### src/rtl/sosc_pkg.sv
`timescale 1ns / 1ps
`default_nettype none
// ----------------------------------------------------------------------------
// Sine oscillator package
// Shared widths, polynomial constants and control structs of the oscillator.
// ----------------------------------------------------------------------------
package sosc_pkg;

   localparam int FRAME_COUNT_BITS = 7;
   localparam int CSR_INDEX_BITS   = 2;
   localparam int CSR_DATA_BITS    = 32;
   localparam int INCREMENT_BITS   = 32;
   localparam int GAIN_BITS        = 16;
   localparam int FRACTION_BITS    = 16;
   localparam int OPERAND_BITS     = 17;
   localparam int PRODUCT_BITS     = 2 * OPERAND_BITS;

   localparam logic [CSR_INDEX_BITS-1:0] CSR_PHASE_INCREMENT = 2'd0;
   localparam logic [CSR_INDEX_BITS-1:0] CSR_AMPLITUDE_GAIN  = 2'd1;

   localparam logic [OPERAND_BITS-1:0] POLY_A = 17'd102944;
   localparam logic [OPERAND_BITS-1:0] POLY_B = 17'd42048;
   localparam logic [OPERAND_BITS-1:0] POLY_C = 17'd4640;

   typedef struct packed {
      logic start;
      logic take;
   } sine_ctrl_type;

   typedef struct packed {
      logic busy;
      logic ready;
   } sine_stat_type;

endpackage
`default_nettype wire

### src/rtl/sosc_mul.sv
`timescale 1ns / 1ps
`default_nettype none
// ----------------------------------------------------------------------------
// Shared multiplier
// Unsigned 17 by 17 bit multiplier with a registered product.
// ----------------------------------------------------------------------------
module sosc_mul (
   input  wire logic                                  clock,
   input  wire logic [sosc_pkg::OPERAND_BITS-1:0]     op_a,
   input  wire logic [sosc_pkg::OPERAND_BITS-1:0]     op_b,
   output logic      [sosc_pkg::PRODUCT_BITS-1:0]     product
);

   logic [sosc_pkg::PRODUCT_BITS-1:0] product_ff;
   logic [sosc_pkg::PRODUCT_BITS-1:0] product_in;

   assign product_in = sosc_pkg::PRODUCT_BITS'(op_a) * sosc_pkg::PRODUCT_BITS'(op_b);
   assign product    = product_ff;

   always_ff @(posedge clock) begin
      product_ff <= product_in;
   end

endmodule
`default_nettype wire

### src/rtl/sosc_sine.sv
`timescale 1ns / 1ps
`default_nettype none
// ----------------------------------------------------------------------------
// Sine sequencer
// Steps the quarter-wave polynomial, gain and rounding through the shared
// multiplier and holds the saturated sample until it is taken.
// ----------------------------------------------------------------------------
module sosc_sine #(
   parameter int SAMPLE_BITS = 16
) (
   input  wire logic                                  clock,
   input  wire logic                                  reset,
   input  wire sosc_pkg::sine_ctrl_type               ctrl,
   output sosc_pkg::sine_stat_type                    stat,
   input  wire logic [1:0]                            quadrant,
   input  wire logic [sosc_pkg::FRACTION_BITS-1:0]    fraction,
   input  wire logic [sosc_pkg::GAIN_BITS-1:0]        gain,
   output logic      [SAMPLE_BITS-1:0]                sample
);

   localparam int OB       = sosc_pkg::OPERAND_BITS;
   localparam int PB       = sosc_pkg::PRODUCT_BITS;
   localparam int MAG_BITS = SAMPLE_BITS + 3;
   localparam logic [PB:0]         ROUND_HALF = (PB + 1)'(1) << (31 - SAMPLE_BITS);
   localparam logic [MAG_BITS-1:0] POS_LIMIT  = MAG_BITS'((64'd1 << (SAMPLE_BITS - 1)) - 64'd1);
   localparam logic [MAG_BITS-1:0] NEG_LIMIT  = MAG_BITS'(64'd1 << (SAMPLE_BITS - 1));

   typedef enum logic [3:0] {
      S_IDLE, S_SQUARE, S_POLY_C, S_POLY_B, S_POLY_T, S_POLY_A, S_PROD_S,
      S_GAIN, S_ROUND, S_CLAMP, S_DONE
   } state_type;

   state_type                state_ff, state_in;
   logic [OB-1:0]            x_ff, x_in;
   logic [OB-1:0]            x2_ff, x2_in;
   logic [OB-1:0]            t_ff, t_in;
   logic                     neg_ff, neg_in;
   logic [MAG_BITS-1:0]      mag_ff, mag_in;
   logic [SAMPLE_BITS-1:0]   sample_ff, sample_in;

   logic [OB-1:0]            op_a;
   logic [OB-1:0]            op_b;
   logic [PB-1:0]            product;
   logic [OB-1:0]            prod_hi;
   logic [PB:0]              rounded;
   logic [MAG_BITS-1:0]      clamped;
   logic [MAG_BITS-1:0]      negated;

   sosc_mul u_mul (
      .clock   (clock),
      .op_a    (op_a),
      .op_b    (op_b),
      .product (product)
   );

   assign prod_hi = product[PB-2:16];
   assign rounded = (PB + 1)'(product) + ROUND_HALF;

   always_comb begin
      if (neg_ff) begin
         clamped = (mag_ff > NEG_LIMIT) ? NEG_LIMIT : mag_ff;
      end else begin
         clamped = (mag_ff > POS_LIMIT) ? POS_LIMIT : mag_ff;
      end
      negated = MAG_BITS'(0) - clamped;
   end

   always_comb begin
      op_a = x_ff;
      op_b = x_ff;
      case (state_ff)
         S_POLY_C: begin
            op_a = sosc_pkg::POLY_C;
            op_b = prod_hi;
         end
         S_POLY_T: begin
            op_a = t_ff;
            op_b = x2_ff;
         end
         S_PROD_S: begin
            op_a = x_ff;
            op_b = t_ff;
         end
         S_GAIN: begin
            op_a = OB'(gain);
            op_b = prod_hi;
         end
         default: begin
            op_a = x_ff;
            op_b = x_ff;
         end
      endcase
   end

   always_comb begin
      state_in  = state_ff;
      x_in      = x_ff;
      x2_in     = x2_ff;
      t_in      = t_ff;
      neg_in    = neg_ff;
      mag_in    = mag_ff;
      sample_in = sample_ff;
      case (state_ff)
         S_IDLE: begin
            if (ctrl.start) begin
               x_in     = quadrant[0] ? (OB'(1) << sosc_pkg::FRACTION_BITS) - OB'(fraction)
                                      : OB'(fraction);
               neg_in   = quadrant[1];
               state_in = S_SQUARE;
            end
         end
         S_SQUARE: begin
            state_in = S_POLY_C;
         end
         S_POLY_C: begin
            x2_in    = prod_hi;
            state_in = S_POLY_B;
         end
         S_POLY_B: begin
            t_in     = sosc_pkg::POLY_B - prod_hi;
            state_in = S_POLY_T;
         end
         S_POLY_T: begin
            state_in = S_POLY_A;
         end
         S_POLY_A: begin
            t_in     = sosc_pkg::POLY_A - prod_hi;
            state_in = S_PROD_S;
         end
         S_PROD_S: begin
            state_in = S_GAIN;
         end
         S_GAIN: begin
            state_in = S_ROUND;
         end
         S_ROUND: begin
            mag_in   = rounded[PB:32-SAMPLE_BITS];
            state_in = S_CLAMP;
         end
         S_CLAMP: begin
            sample_in = neg_ff ? negated[SAMPLE_BITS-1:0] : clamped[SAMPLE_BITS-1:0];
            state_in  = S_DONE;
         end
         S_DONE: begin
            if (ctrl.take) begin
               state_in = S_IDLE;
            end
         end
         default: begin
            state_in = S_IDLE;
         end
      endcase
   end

   always_ff @(posedge clock) begin
      if (reset) begin
         state_ff <= S_IDLE;
      end else begin
         state_ff <= state_in;
      end
      x_ff      <= x_in;
      x2_ff     <= x2_in;
      t_ff      <= t_in;
      neg_ff    <= neg_in;
      mag_ff    <= mag_in;
      sample_ff <= sample_in;
   end

   assign stat.busy  = (state_ff != S_IDLE);
   assign stat.ready = (state_ff == S_DONE);
   assign sample     = sample_ff;

endmodule
`default_nettype wire

### src/rtl/sine_oscillator_block.sv
`timescale 1ns / 1ps
`default_nettype none
// ----------------------------------------------------------------------------
// Sine oscillator block
// Numerically controlled oscillator that produces blocks of sine samples.
// ----------------------------------------------------------------------------
// Each request item asks for a block of frames; the block returns one sample
// item per frame and marks the final one with last_frame, advancing a phase
// accumulator by phase_increment after every frame. The five products of a
// frame are computed in turn by one shared 17 by 17 bit multiplier, and a
// stall on the result side holds the next frame back. A new request item
// is taken once the previous block has been fully computed.
module sine_oscillator_block #(
   parameter int MAX_FRAMES  = 64,
   parameter int PHASE_BITS  = 32,
   parameter int SAMPLE_BITS = 16
) (
   input  wire logic                                       clock,
   input  wire logic                                       reset,
   input  wire logic                                       req_valid,
   output logic                                            req_ready,
   input  wire logic [sosc_pkg::FRAME_COUNT_BITS-1:0]      req_frame_count,
   output logic                                            rsp_valid,
   input  wire logic                                       rsp_ready,
   output logic signed [SAMPLE_BITS-1:0]                   rsp_sample,
   output logic                                            rsp_last_frame,
   input  wire logic                                       csr_valid,
   output logic                                            csr_ready,
   input  wire logic [sosc_pkg::CSR_INDEX_BITS-1:0]        csr_index,
   input  wire logic [sosc_pkg::CSR_DATA_BITS-1:0]         csr_data
);

   localparam int FCB = sosc_pkg::FRAME_COUNT_BITS;
   localparam logic [FCB-1:0] FRAMES_CAP =
      (MAX_FRAMES > (1 << FCB) - 1) ? {FCB{1'b1}} : FCB'(MAX_FRAMES);
   localparam logic [sosc_pkg::GAIN_BITS-1:0]      GAIN_RESET          = 16'd32768;

   typedef enum logic [1:0] {
      F_IDLE, F_START, F_WAIT
   } state_type;

   state_type                                state_ff, state_in;
   logic [FCB-1:0]                           remaining_ff, remaining_in;
   logic [PHASE_BITS-1:0]                    phase_ff, phase_in;
   logic [sosc_pkg::INCREMENT_BITS-1:0]      increment_ff, increment_in;
   logic [sosc_pkg::GAIN_BITS-1:0]           gain_ff, gain_in;
   logic                                     rsp_valid_ff, rsp_valid_in;
   logic [SAMPLE_BITS-1:0]                   rsp_sample_ff, rsp_sample_in;
   logic                                     rsp_last_ff, rsp_last_in;

   sosc_pkg::sine_ctrl_type                  ctrl;
   sosc_pkg::sine_stat_type                  stat;
   logic [SAMPLE_BITS-1:0]                   sine_sample;
   logic [31:0]                              aligned;
   logic [PHASE_BITS-1:0]                    phase_next;
   logic [FCB-1:0]                           frames;
   logic                                     out_free;

   if (PHASE_BITS >= 32) begin : g_phase_wide
      assign aligned    = phase_ff[PHASE_BITS-1 -: 32];
      assign phase_next = phase_ff + PHASE_BITS'(increment_ff);
   end else begin : g_phase_narrow
      assign aligned    = {phase_ff, {(32 - PHASE_BITS){1'b0}}};
      assign phase_next = phase_ff + increment_ff[PHASE_BITS-1:0];
   end

   sosc_sine #(
      .SAMPLE_BITS (SAMPLE_BITS)
   ) u_sine (
      .clock    (clock),
      .reset    (reset),
      .ctrl     (ctrl),
      .stat     (stat),
      .quadrant (aligned[31:30]),
      .fraction (aligned[29:14]),
      .gain     (gain_ff),
      .sample   (sine_sample)
   );

   assign frames     = (req_frame_count > FRAMES_CAP) ? FRAMES_CAP : req_frame_count;
   assign out_free   = !rsp_valid_ff || rsp_ready;
   assign ctrl.start = (state_ff == F_START) && !stat.busy;
   assign ctrl.take  = (state_ff == F_WAIT) && stat.ready && out_free;

   always_comb begin
      state_in      = state_ff;
      remaining_in  = remaining_ff;
      phase_in      = phase_ff;
      increment_in  = increment_ff;
      gain_in       = gain_ff;
      rsp_valid_in  = rsp_valid_ff && !rsp_ready;
      rsp_sample_in = rsp_sample_ff;
      rsp_last_in   = rsp_last_ff;
      if (csr_valid) begin
         case (csr_index)
            sosc_pkg::CSR_PHASE_INCREMENT: begin
               increment_in = csr_data[sosc_pkg::INCREMENT_BITS-1:0];
            end
            sosc_pkg::CSR_AMPLITUDE_GAIN: begin
               gain_in = csr_data[sosc_pkg::GAIN_BITS-1:0];
            end
            default: begin
            end
         endcase
      end
      case (state_ff)
         F_IDLE: begin
            if (req_valid && frames != '0) begin
               remaining_in = frames;
               state_in     = F_START;
            end
         end
         F_START: begin
            if (!stat.busy) begin
               state_in = F_WAIT;
            end
         end
         F_WAIT: begin
            if (ctrl.take) begin
               rsp_valid_in  = 1'b1;
               rsp_sample_in = sine_sample;
               rsp_last_in   = (remaining_ff == FCB'(1));
               phase_in      = phase_next;
               remaining_in  = remaining_ff - FCB'(1);
               state_in      = (remaining_ff == FCB'(1)) ? F_IDLE : F_START;
            end
         end
         default: begin
            state_in = F_IDLE;
         end
      endcase
   end

   always_ff @(posedge clock) begin
      if (reset) begin
         state_ff     <= F_IDLE;
         phase_ff     <= '0;
         increment_ff <= '0;
         gain_ff      <= GAIN_RESET;
         rsp_valid_ff <= 1'b0;
      end else begin
         state_ff     <= state_in;
         phase_ff     <= phase_in;
         increment_ff <= increment_in;
         gain_ff      <= gain_in;
         rsp_valid_ff <= rsp_valid_in;
      end
      remaining_ff  <= remaining_in;
      rsp_sample_ff <= rsp_sample_in;
      rsp_last_ff   <= rsp_last_in;
   end

   assign req_ready      = (state_ff == F_IDLE);
   assign csr_ready      = 1'b1;
   assign rsp_valid      = rsp_valid_ff;
   assign rsp_sample     = rsp_sample_ff;
   assign rsp_last_frame = rsp_last_ff;

endmodule
`default_nettype wire

### config.mk
export PLATFORM = sky130hd
export DESIGN_NAME = sine_oscillator_block
export DESIGN_NICKNAME = d
export VERILOG_FILES = /design/src/rtl/sosc_pkg.sv /design/src/rtl/sosc_mul.sv /design/src/rtl/sosc_sine.sv /design/src/rtl/sine_oscillator_block.sv
export SDC_FILE = /design/constraint.sdc
export NUM_CORES = 1
export LEC_CHECK = 0
export BUFFER_PORTS_ARGS = -buffer_cell sky130_fd_sc_hd__buf_2
export CAP_MARGIN = 20
export CORE_AREA = 2 2 213 215
export CTS_CLUSTER_DIAMETER = 120
export DETAILED_ROUTE_END_ITERATION = 7
export DIE_AREA = 0 0 215 217
export GPL_TIMING_DRIVEN = 0
export MAX_ROUTING_LAYER = met4
export PLACE_DENSITY_LB_ADDON = 0.2
export SLEW_MARGIN = 20
export SYNTH_ARGS = -nofsm -noshare
export SYNTH_HDL_FRONTEND = slang
export SYNTH_SLANG_ARGS = --single-unit
### constraint.sdc
create_clock -name clock -period 12.3 [get_ports clock]
set_input_delay 1.845 -clock clock [delete_from_list [all_inputs] [get_ports clock]]
set_output_delay 1.845 -clock clock [all_outputs]
set_load 0.01 [all_outputs]
==> metrics.md <==
| Metric | Value |
|---|---|
| Die Footprint | `0.0467 mm^2` |
| Site row count | `78` |
| Ant. Diodes | `0` |
| Mean Syn Cell Area | `8.92 um^2` |
| Crit-path max cell delay | `approximately 600 ps` |
| Slew @ Worst Pin | `1090 ps` |
| Most common cell on crit path | `fa_1` |
| Syn. warnings | `0` |
| Clock root cell | `clkbuf_16` |
| Residual DRC | `0` |
| CTS Buffer Depth | `3` |
| Synth area leader | `fa_1` |
| FILL cells | `4308` |
| Final Cycle Share | `71.5%` |
| HPWL Detailed | `between 40000 and 50000 um` |
| Port bufs | `64` |
| Final Setup Violations | `0` |
| Num CTS Buffers | `24` |
| Synth top area share | `about 22%` |
| Via count | `16131` |
| Outcome | `finished, final reports clean` |
| Placeable Area | `0.0447 mm^2` |
| Reg2Reg Depth | `26` |
| Die height | `between 200 and 250 um` |
| Hold-fix buffers, CTS | `0` |
| Critical Path Slowest Stage Cell | `fa_1` |
| Worst reg2reg startpoint | `u_sine.state_ff[2]` |
| Iter 0 DRT Violations | `1056` |
| Hold-critical path depth | `0` |
| Cell total after placement | `2932` |
| Setup CP Type | `reg2reg` |
| Hold Vio Cnt, Final | `0` |
| Crit path time final | `~8800 ps` |
| Post-synthesis sequential area ratio | `a little over a quarter` |
| Remaining antenna violation count | `0` |
| Max H-tree Level | `1` |
| Fin cells | `2975` |
| Ys async rst share | `0%` |
| GRT Total Usage | `25.5%` |
| Number of flops mapped to enable cells by yosys | `111` |
| Vias in the first global route | `16553` |
| CTS clk-pin slew, worst paths | `70 ps` |
| Main flop type after synthesis | `edfxtp_1` |
| Worst R2R Setup Slack | `3510 ps` |
| Mapped Nets | `2683` |
| Fin util | `49.4%` |
| Clock Sinks | `approximately 220` |
| Drt pass-1 iters | `6` |
| GP Congestion | `~0.95` |
| CP Launch Type | `flip-flop` |
| I/O pins | `66` |
| HP Class | `reg2reg` |
| Number of synthesized register bits | `approximately 220` |
| Worst Hold Path EP | `rsp_sample[12]` |
| Required @ worst endpoint | `12750 ps` |
| Cell with the most instances after synthesis | `nand2_1` |
| Synth Instances | `roughly 2300` |
| Fmax achieved | `approximately 110 MHz` |
| Final worst clock skew | `27.2 ps` |
| Most frequent cells after synthesis | `423 x nand2_1, 308 x inv_1, 223 x fa_1` |
| Vias per inst | `5.42` |
| Layout cell share with drive strength beyond 1 | `roughly 7.5%` |
| R2R Path End | `u_sine.u_mul.product[32]` |
| Final TNS setup | `0 ps` |
| Area contributors post-synth | `fa_1 22%, edfxtp_1 16%, dfxtp_1 11%` |
| Routed wire length | `approximately 57000 um` |
| Effective utilization at floorplan | `between 40% and 50%` |
| Die X | `215 um` |
| Wire per inst | `19.1 um` |
| CTS tree | `done` |
| Post-CTS Resized | `0` |
| Unrepaired setup endpoints after global routing | `false` |
| Grt ovf | `0` |
| Max_slew headroom | `27.0%` |
| Max-cap violation count | `0` |
| Layout Nets | `2777` |
| Area delta synth->final | `9.37%` |
| Mapped Area | `0.0202 mm^2` |
| First-pass GRT wire length | `90400 um` |
| Crit-path max FO | `10` |
| Setup Fix Bufs, Post-CTS | `0` |
| Initial antenna violation count | `0` |
| Largest net degree at the start of global routing | `27` |
| CP Data Arrival Time | `9240 ps` |
| Netlist cell types | `90` |
| Later-pin clock latency in the skew report | `550 ps` |
| Pins Over Slew Limit | `0` |
| Min-delay src | `u_sine.sample[12]` |
| Kind of end point of the critical path | `flip-flop` |
[metrics by stage]
stage	setup WS [ps]	area, um^2	hold slack [ps]
finish	3510	22100	417
global route	3080	22100	425
CTS	3540	22100	416
detailed placement	3550	21300	405
global placement	2980	21300	402
floorplan	4860	20200	400
[cell usage in the layout, fill, tap and decap left out, drive strengths merged, types with 10 or more instances in the layout]
cell and n:
nand2b 13, buf 100, o211ai 12, a21o 30
o31ai 16, xnor2 62, ha 150, nand3 42
fa 223, edfxtp 111, dfxtp 106, and3 15
nand2 424, nor3 32, a21oi 126, a211oi 10
a22oi 22, o21a 17, inv 309, and2 32
clkbuf 95, nor2 178, o21ai 52, clkinv 13
xor2 25, or3 16, a31oi 16
[kinds of logic (layout without fill, tap and decap cells)]
logic type,count (synthesis),in the layout,share of synthesized area (%)
AND/OR/NAND/NOR,812,812,17.7
flip-flops,217,217,27.0
AO/OA/AOI/OAI,361,361,11.8
multiplexers,3,3,0.155
buffers and inverters,410,521,8.08
other,1,1,0.0186
XOR/XNOR,87,87,3.77
adder cells (fa/ha/maj),373,373,31.4
[worst max-delay path: cells and delay by family (launching register included)]
| kind | cells | cell delay [ps] |
|---|---|---|
| fa+ha+maj | 7 | 3480 |
| simple gates | 7 | 1600 |
| compound gates | 5 | 1550 |
| buf+inv | 6 | 1470 |
| flops | 1 | 300 |
| xor+xnor | 1 | 280 |
[layer usage]
layer  GRT usage (%)  part of all wire (%)  up-vias
met5               -                     0        -
met4            10.1                   4.1        0
met3            3.06                   5.4      129
met2            42.9                    49      505
met1            31.6                    42     7890
li1                -                     -     7607
[cell type report]
type / instances / area, um^2 / share of cell area [%]
Inverter: 309 / 1160 / 5.25
Buffer: 101 / 473 / 2.14
Sequential cell: 217 / 5460 / 24.7
Clock buffer: 27 / 612 / 2.77
Clock inverter: 16 / 149 / 0.674
Timing Repair Buffer: 68 / 358 / 1.62
Tap cell: 600 / 751 / 3.40
Multi-Input combinational cell: 1637 / 13100 / 59.5
[sequential cells by signal (all words and copies together), names as in the netlist]
register              count
increment_ff             32
rsp_valid                 1
u_sine.x2_ff             17
u_sine.u_mul.product     19
u_sine.x_ff              17
state_ff                  2
rsp_last_frame            1
rsp_sample               16
gain_ff                  16
u_sine.state_ff           4
u_sine.neg_ff             1
aligned                  32
remaining_ff              7
u_sine.t_ff              17
u_sine.sample            16
u_sine.mag_ff            19
[how the worst max path moves through the flow]
stage / from / endpoint / slack (ps) / cells after the start
2_1_floorplan: u_sine.state_ff[2] / u_sine.u_mul.product[33] / 4860 / 27
3_3_place_gp: u_sine.state_ff[2] / u_sine.u_mul.product[32] / 2980 / 27
3_5_place_dp: u_sine.state_ff[2] / u_sine.u_mul.product[32] / 3550 / 26
6_report: u_sine.state_ff[2] / u_sine.u_mul.product[32] / 3510 / 26
4_1_cts: u_sine.state_ff[2] / u_sine.u_mul.product[32] / 3540 / 26
5_1_grt: u_sine.state_ff[1] / u_sine.u_mul.product[32] / 3080 / 28
Power is not shown: default switching activity piles up to over one toggle a cycle in this logic, so the estimate is an artifact.
